## src/hdl/bpfa_pkg.sv

```systemverilog
`timescale 1ns / 1ps
// ----------------------------------------------------------------------------
// bpfa_pkg
// Shared types and constants of the bitmap page frame allocator.
// ----------------------------------------------------------------------------
package bpfa_pkg;

    localparam int CNT_W     = 17;
    localparam int ADDR_W    = 48;
    localparam int CFG_W     = 17;
    localparam int CFG_IDX_W = 1;

    localparam logic [CFG_IDX_W-1:0] REG_PAGE_LIMIT     = 1'b0;
    localparam logic [CFG_IDX_W-1:0] REG_RESERVED_PAGES = 1'b1;

    localparam logic [CFG_W-1:0] PAGE_LIMIT_RST     = 17'd65536;
    localparam logic [CFG_W-1:0] RESERVED_PAGES_RST = 17'd3840;

    localparam logic [ADDR_W-1:0] BASE_ADDR = 48'h0000_0100_0000;

    typedef enum logic [1:0] {
        KIND_ALLOC = 2'd0,
        KIND_FREE  = 2'd1,
        KIND_INIT  = 2'd2,
        KIND_NOP   = 2'd3
    } kind_t;

    typedef enum logic [1:0] {
        RES_OK     = 2'd0,
        RES_FULL   = 2'd1,
        RES_RANGE  = 2'd2,
        RES_DOUBLE = 2'd3
    } res_t;

    typedef struct packed {
        kind_t             kind;
        logic [ADDR_W-1:0] page_address;
    } in_item_t;

    typedef struct packed {
        logic              ok;
        res_t              status;
        logic [ADDR_W-1:0] granted_address;
        logic [CNT_W-1:0]  used_count;
        logic [CNT_W-1:0]  free_count;
    } out_item_t;

    typedef enum logic [2:0] {
        ST_CLEAR,
        ST_IDLE,
        ST_READ,
        ST_CHECK,
        ST_WRITE,
        ST_INIT,
        ST_DONE
    } ctrl_state_t;

    // controller to datapath
    typedef struct packed {
        logic load;       // capture the accepted transaction
        logic rd;         // read the current bitmap word
        logic step;       // advance the search to the next word
        logic latch_hit;  // keep the page found in the current word
        logic wr;         // write back the updated bitmap word
        logic fill;       // write one word of the clear / init sweep
        logic finish;     // load the result register and commit counters
        res_t res;
    } dp_cmd_t;

    // datapath to controller
    typedef struct packed {
        kind_t kind;
        logic  t_zero;
        logic  in_range;
        logic  hit;
        logic  exhausted;
        logic  fill_last;
        logic  out_full;
    } dp_status_t;

endpackage

```

## src/hdl/bpfa_ctrl.sv

```systemverilog
`timescale 1ns / 1ps
// ----------------------------------------------------------------------------
// bpfa_ctrl
// Sequencer of the allocator: clearing pass, search, free and init sweep.
// ----------------------------------------------------------------------------
module bpfa_ctrl (
    input  logic                  aclk,
    input  logic                  aresetn,
    input  logic                  s_valid,
    input  bpfa_pkg::kind_t       in_kind,
    output logic                  s_ready,
    output bpfa_pkg::dp_cmd_t     cmd,
    input  bpfa_pkg::dp_status_t  status
);

    bpfa_pkg::ctrl_state_t state_reg, state_next;
    bpfa_pkg::res_t        res_reg, res_next;

    always_ff @(posedge aclk) begin
        if (!aresetn) begin
            state_reg <= bpfa_pkg::ST_CLEAR;
            res_reg   <= bpfa_pkg::RES_OK;
        end else begin
            state_reg <= state_next;
            res_reg   <= res_next;
        end
    end

    always_comb begin
        state_next = state_reg;
        res_next   = res_reg;
        cmd        = '0;
        cmd.res    = res_reg;
        s_ready    = 1'b0;
        case (state_reg)
            bpfa_pkg::ST_CLEAR: begin
                cmd.fill = 1'b1;
                if (status.fill_last) begin
                    state_next = bpfa_pkg::ST_IDLE;
                end
            end
            bpfa_pkg::ST_IDLE: begin
                s_ready = 1'b1;
                if (s_valid) begin
                    cmd.load = 1'b1;
                    res_next = bpfa_pkg::RES_OK;
                    case (in_kind)
                        bpfa_pkg::KIND_ALLOC: state_next = bpfa_pkg::ST_READ;
                        bpfa_pkg::KIND_FREE:  state_next = bpfa_pkg::ST_READ;
                        bpfa_pkg::KIND_INIT:  state_next = bpfa_pkg::ST_INIT;
                        default:              state_next = bpfa_pkg::ST_DONE;
                    endcase
                end
            end
            bpfa_pkg::ST_READ: begin
                if (status.kind == bpfa_pkg::KIND_ALLOC && status.t_zero) begin
                    res_next   = bpfa_pkg::RES_FULL;
                    state_next = bpfa_pkg::ST_DONE;
                end else if (status.kind == bpfa_pkg::KIND_FREE && !status.in_range) begin
                    res_next   = bpfa_pkg::RES_RANGE;
                    state_next = bpfa_pkg::ST_DONE;
                end else begin
                    cmd.rd     = 1'b1;
                    state_next = bpfa_pkg::ST_CHECK;
                end
            end
            bpfa_pkg::ST_CHECK: begin
                if (status.hit) begin
                    cmd.latch_hit = 1'b1;
                    state_next    = bpfa_pkg::ST_WRITE;
                end else if (status.kind == bpfa_pkg::KIND_FREE) begin
                    res_next   = bpfa_pkg::RES_DOUBLE;
                    state_next = bpfa_pkg::ST_DONE;
                end else if (status.exhausted) begin
                    res_next   = bpfa_pkg::RES_FULL;
                    state_next = bpfa_pkg::ST_DONE;
                end else begin
                    cmd.step   = 1'b1;
                    state_next = bpfa_pkg::ST_READ;
                end
            end
            bpfa_pkg::ST_WRITE: begin
                cmd.wr     = 1'b1;
                state_next = bpfa_pkg::ST_DONE;
            end
            bpfa_pkg::ST_INIT: begin
                cmd.fill = 1'b1;
                if (status.fill_last) begin
                    state_next = bpfa_pkg::ST_DONE;
                end
            end
            bpfa_pkg::ST_DONE: begin
                if (!status.out_full) begin
                    cmd.finish = 1'b1;
                    state_next = bpfa_pkg::ST_IDLE;
                end
            end
            default: begin
                state_next = bpfa_pkg::ST_IDLE;
            end
        endcase
    end

`ifndef SYNTHESIS
    a_finish_slot_free: assert property (@(posedge aclk) disable iff (!aresetn)
        cmd.finish |-> !status.out_full)
        else $error("result committed while output register still full");

    a_check_after_read: assert property (@(posedge aclk) disable iff (!aresetn)
        state_reg == bpfa_pkg::ST_CHECK |-> $past(state_reg) == bpfa_pkg::ST_READ)
        else $error("bitmap word checked without a read");

    a_write_after_hit: assert property (@(posedge aclk) disable iff (!aresetn)
        state_reg == bpfa_pkg::ST_WRITE |-> $past(status.hit))
        else $error("bitmap write-back without a hit");
`endif

endmodule

```

## config.mk

```make
export PLATFORM = sky130hd
export DESIGN_NAME = bpfa_ctrl
export DESIGN_NICKNAME = d
export VERILOG_FILES = /design/src/hdl/bpfa_pkg.sv /design/src/hdl/bpfa_ctrl.sv
export SDC_FILE = /design/constraint.sdc
export NUM_CORES = 1
export LEC_CHECK = 0
export BUFFER_PORTS_ARGS = -buffer_cell sky130_fd_sc_hd__clkbuf_2
export CORE_AREA = 2 2 39 41
export CTS_CLUSTER_SIZE = 10
export DETAILED_ROUTE_END_ITERATION = 12
export DIE_AREA = 0 0 41 43
export GPL_TIMING_DRIVEN = 1
export HOLD_SLACK_MARGIN = 0.05
export PLACE_DENSITY = 0.71
export SETUP_SLACK_MARGIN = 0.15
export SYNTH_ARGS = -nofsm -noshare
export SYNTH_HDL_FRONTEND = slang
export SYNTH_SLANG_ARGS = --single-unit
```

## constraint.sdc

```tcl
create_clock -name aclk -period 1.75 [get_ports aclk]
set_input_delay 0.0875 -clock aclk [delete_from_list [all_inputs] [get_ports aclk]]
set_output_delay 0.0875 -clock aclk [all_outputs]
set_load 0.02 [all_outputs]
```

==> metrics.txt <==
placed instance area 595.6 sq um; total chip power 505.1 uW; largest net degree at the start of global routing 15; Slowest cell on crit path dfxtp_1; period utilisation layout 83.31%; total congestion overflow 0; Critical Path Fanout Max 10; max-cap violations 0; DRC Markers 0; Fin Hold WS 0.1242 ns; critical path, cell by cell nor2_2, and2_1, a31o_1, o221a_2; DIE AREA 1763 sq um; clock root cell clkbuf_4; Leak Pwr 0.3152 nW; Crit Path Category reg2reg; Cell variety after synth 29; Final Hold Fails 0; CTS tree yes; status completed; number of synthesized flops with an enable pin 0; clk buf depth 2; worst-margin pin slew 0.4409 ns; DRT Pass-1 Iters 2; Place WS 0.3140 ns; postcts setup bufs 0; worst hold stages 2; Synthesized Nets 78; IO buf count 22; Num CTS Buffers 3; I/O pins 23; Die Y-Extent 43 um; Initial Util 35.08%; Hold Crit Class in2reg; sequential share of the synthesized area 20.62%; Worst Setup End Kind register; Fin Setup TNS 0 ns; max-slew violations 0; critical path's largest stage delay 0.59 ns; Synth top cells by count 7 x nand2_1, 5 x dfxtp_1, 5 x o21ai_0; Peak Freq 685.9 MHz; dominant cell by count in the synthesized netlist nand2_1; Clock Skews 0.005828 ns; setup violators final 0; starting DRC count in detailed routing 2; cell taking the most area after synthesis dfxtp_1; Final WS setup 0.2920 ns; CTS Hold Bufs 0; RD Place Congestion 0.7256; initial antenna violation count 0; Worst-Skew Late Latency 0.25 ns; R2R cell count 4; hpwl dp 876 um; post-route cell area 631.9 sq um; max reg flops 3; unrepaired setup endpoints after global routing no; FFs w/ async S/R, synth 0%; prevailing post-synth register cell dfxtp_1; Synth area leaders dfxtp_1 21%, mux2i_1 6.2%, nand2_1 5.4%; worst path buffer plus inverter count 0; Synth Warn # 0; clock sink total 5; cell family contributing the most delay on the critical path flip-flops; H-tree Lvls 1; Synth Cell Area 485.5 sq um; global-route wire length before repair 1731 um; DR WL/cell 10.73 um; WP data required 1.88 ns; row count 14; total wire length 1116 um; Synth-to-Final Area Change 30.15%; critical path depth 4; Post-Syn Instances 65; min cycle time layout 1.458 ns; Synth top area share 20.62%; maximum VDD drop 0.0006137 V; #FFs+latches synth 5; vias in the first global route 435; fin nets 102; syn avg cell area 7.469 sq um; reg2reg setup slack 0.29 ns; vias 531; CP arrival 1.59 ns; Worst-path clk slew 0.05 ns; Ant. Diodes 0; power per cell area 799.4 nW/um^2; ANT nets after route 0; Placeable Area 1384 sq um; layout cells sized above 1 38.64%; width of the die 41 um; All-Layer GR Usage 14.89%; Worst Setup Start Kind register; vias per cell 5.106; Worst slew margin 70.57%
[per-stage QoR]
step                utilization (%)  std cells
global route                  45.66        104
global placement              43.04        100
detailed placement            43.04        100
CTS                           45.12        104
floorplan                         -         65
finish                        45.66        104
[repair_timing]
action,4_1_cts,5_1_grt
pin swaps,0,0
cloned,0,0
resized for setup,1,2
setup endpoints to repair,3,3
[worst reg2reg max path, delay by kind of cell, from the launching register on]
family          cells  cell delay (ns)
flops               1             0.59
compound gates      2             0.46
simple gates        2             0.30
[worst paths after layout]
path                              from                        end
max          state_reg[2]$_SDFFE_PN0P_  state_reg[0]$_SDFFE_PN0P_
min                            aresetn  state_reg[1]$_SDFFE_PN0P_
max reg2reg  state_reg[2]$_SDFFE_PN0P_  state_reg[0]$_SDFFE_PN0P_
min reg2reg    res_reg[1]$_SDFFE_PN0P_    res_reg[1]$_SDFFE_PN0P_
[routing by layer]
layer,GRT usage (%),wire length (um),up-vias
li1,-,-,278
met1,18.12,542,230
met2,20.31,459,18
met3,7.853,93,5
met4,8.000,20,0
met5,0,0,-
[cell families (layout without fill, tap and decap cells)]
family | after synthesis | after routing | synth area share, %
XOR/XNOR | 1 | 1 | 1.804
AND/OR/NAND/NOR | 29 | 29 | 34.80
flip-flops | 5 | 5 | 20.62
AO/OA/AOI/OAI | 19 | 19 | 27.84
multiplexers | 3 | 3 | 6.186
buffers and inverters | 8 | 31 | 8.761
[cell type report]
type,instances,area (sq um)
Tap cell,16,20.02
Inverter,4,15.01
Clock inverter,1,5.005
Timing Repair Buffer,23,117.6
Sequential cell,5,101.3
Clock buffer,3,22.52
Fill cell,137,752.0
Multi-Input combinational cell,52,350.3
[report_power, final]
| part | internal (mW) | switching, mW | leakage (nW) |
|---|---|---|---|
| registers | 0.126 | 0.0305 | 0.0412 |
| clock network | 0.0830 | 0.0532 | 0.0177 |
| logic | 0.0939 | 0.119 | 0.256 |
| total | 0.303 | 0.203 | 0.315 |
[cell usage in the layout, fill, tap and decap left out, types with 2 or more instances in the layout]
cell,netlist,layout
clkbuf_4,0,3
nor2b_1,4,3
inv_1,4,4
a21oi_1,2,2
dfxtp_1,5,4
nor2_1,3,3
o21a_1,2,2
clkbuf_2,0,22
mux2i_1,3,3
and3_1,3,3
nor3_1,3,3
o21ai_0,5,5
o211ai_1,3,3
nand2_1,7,7
nor3b_1,3,3
No activity file was read; power rests on OpenSTA's default activity.
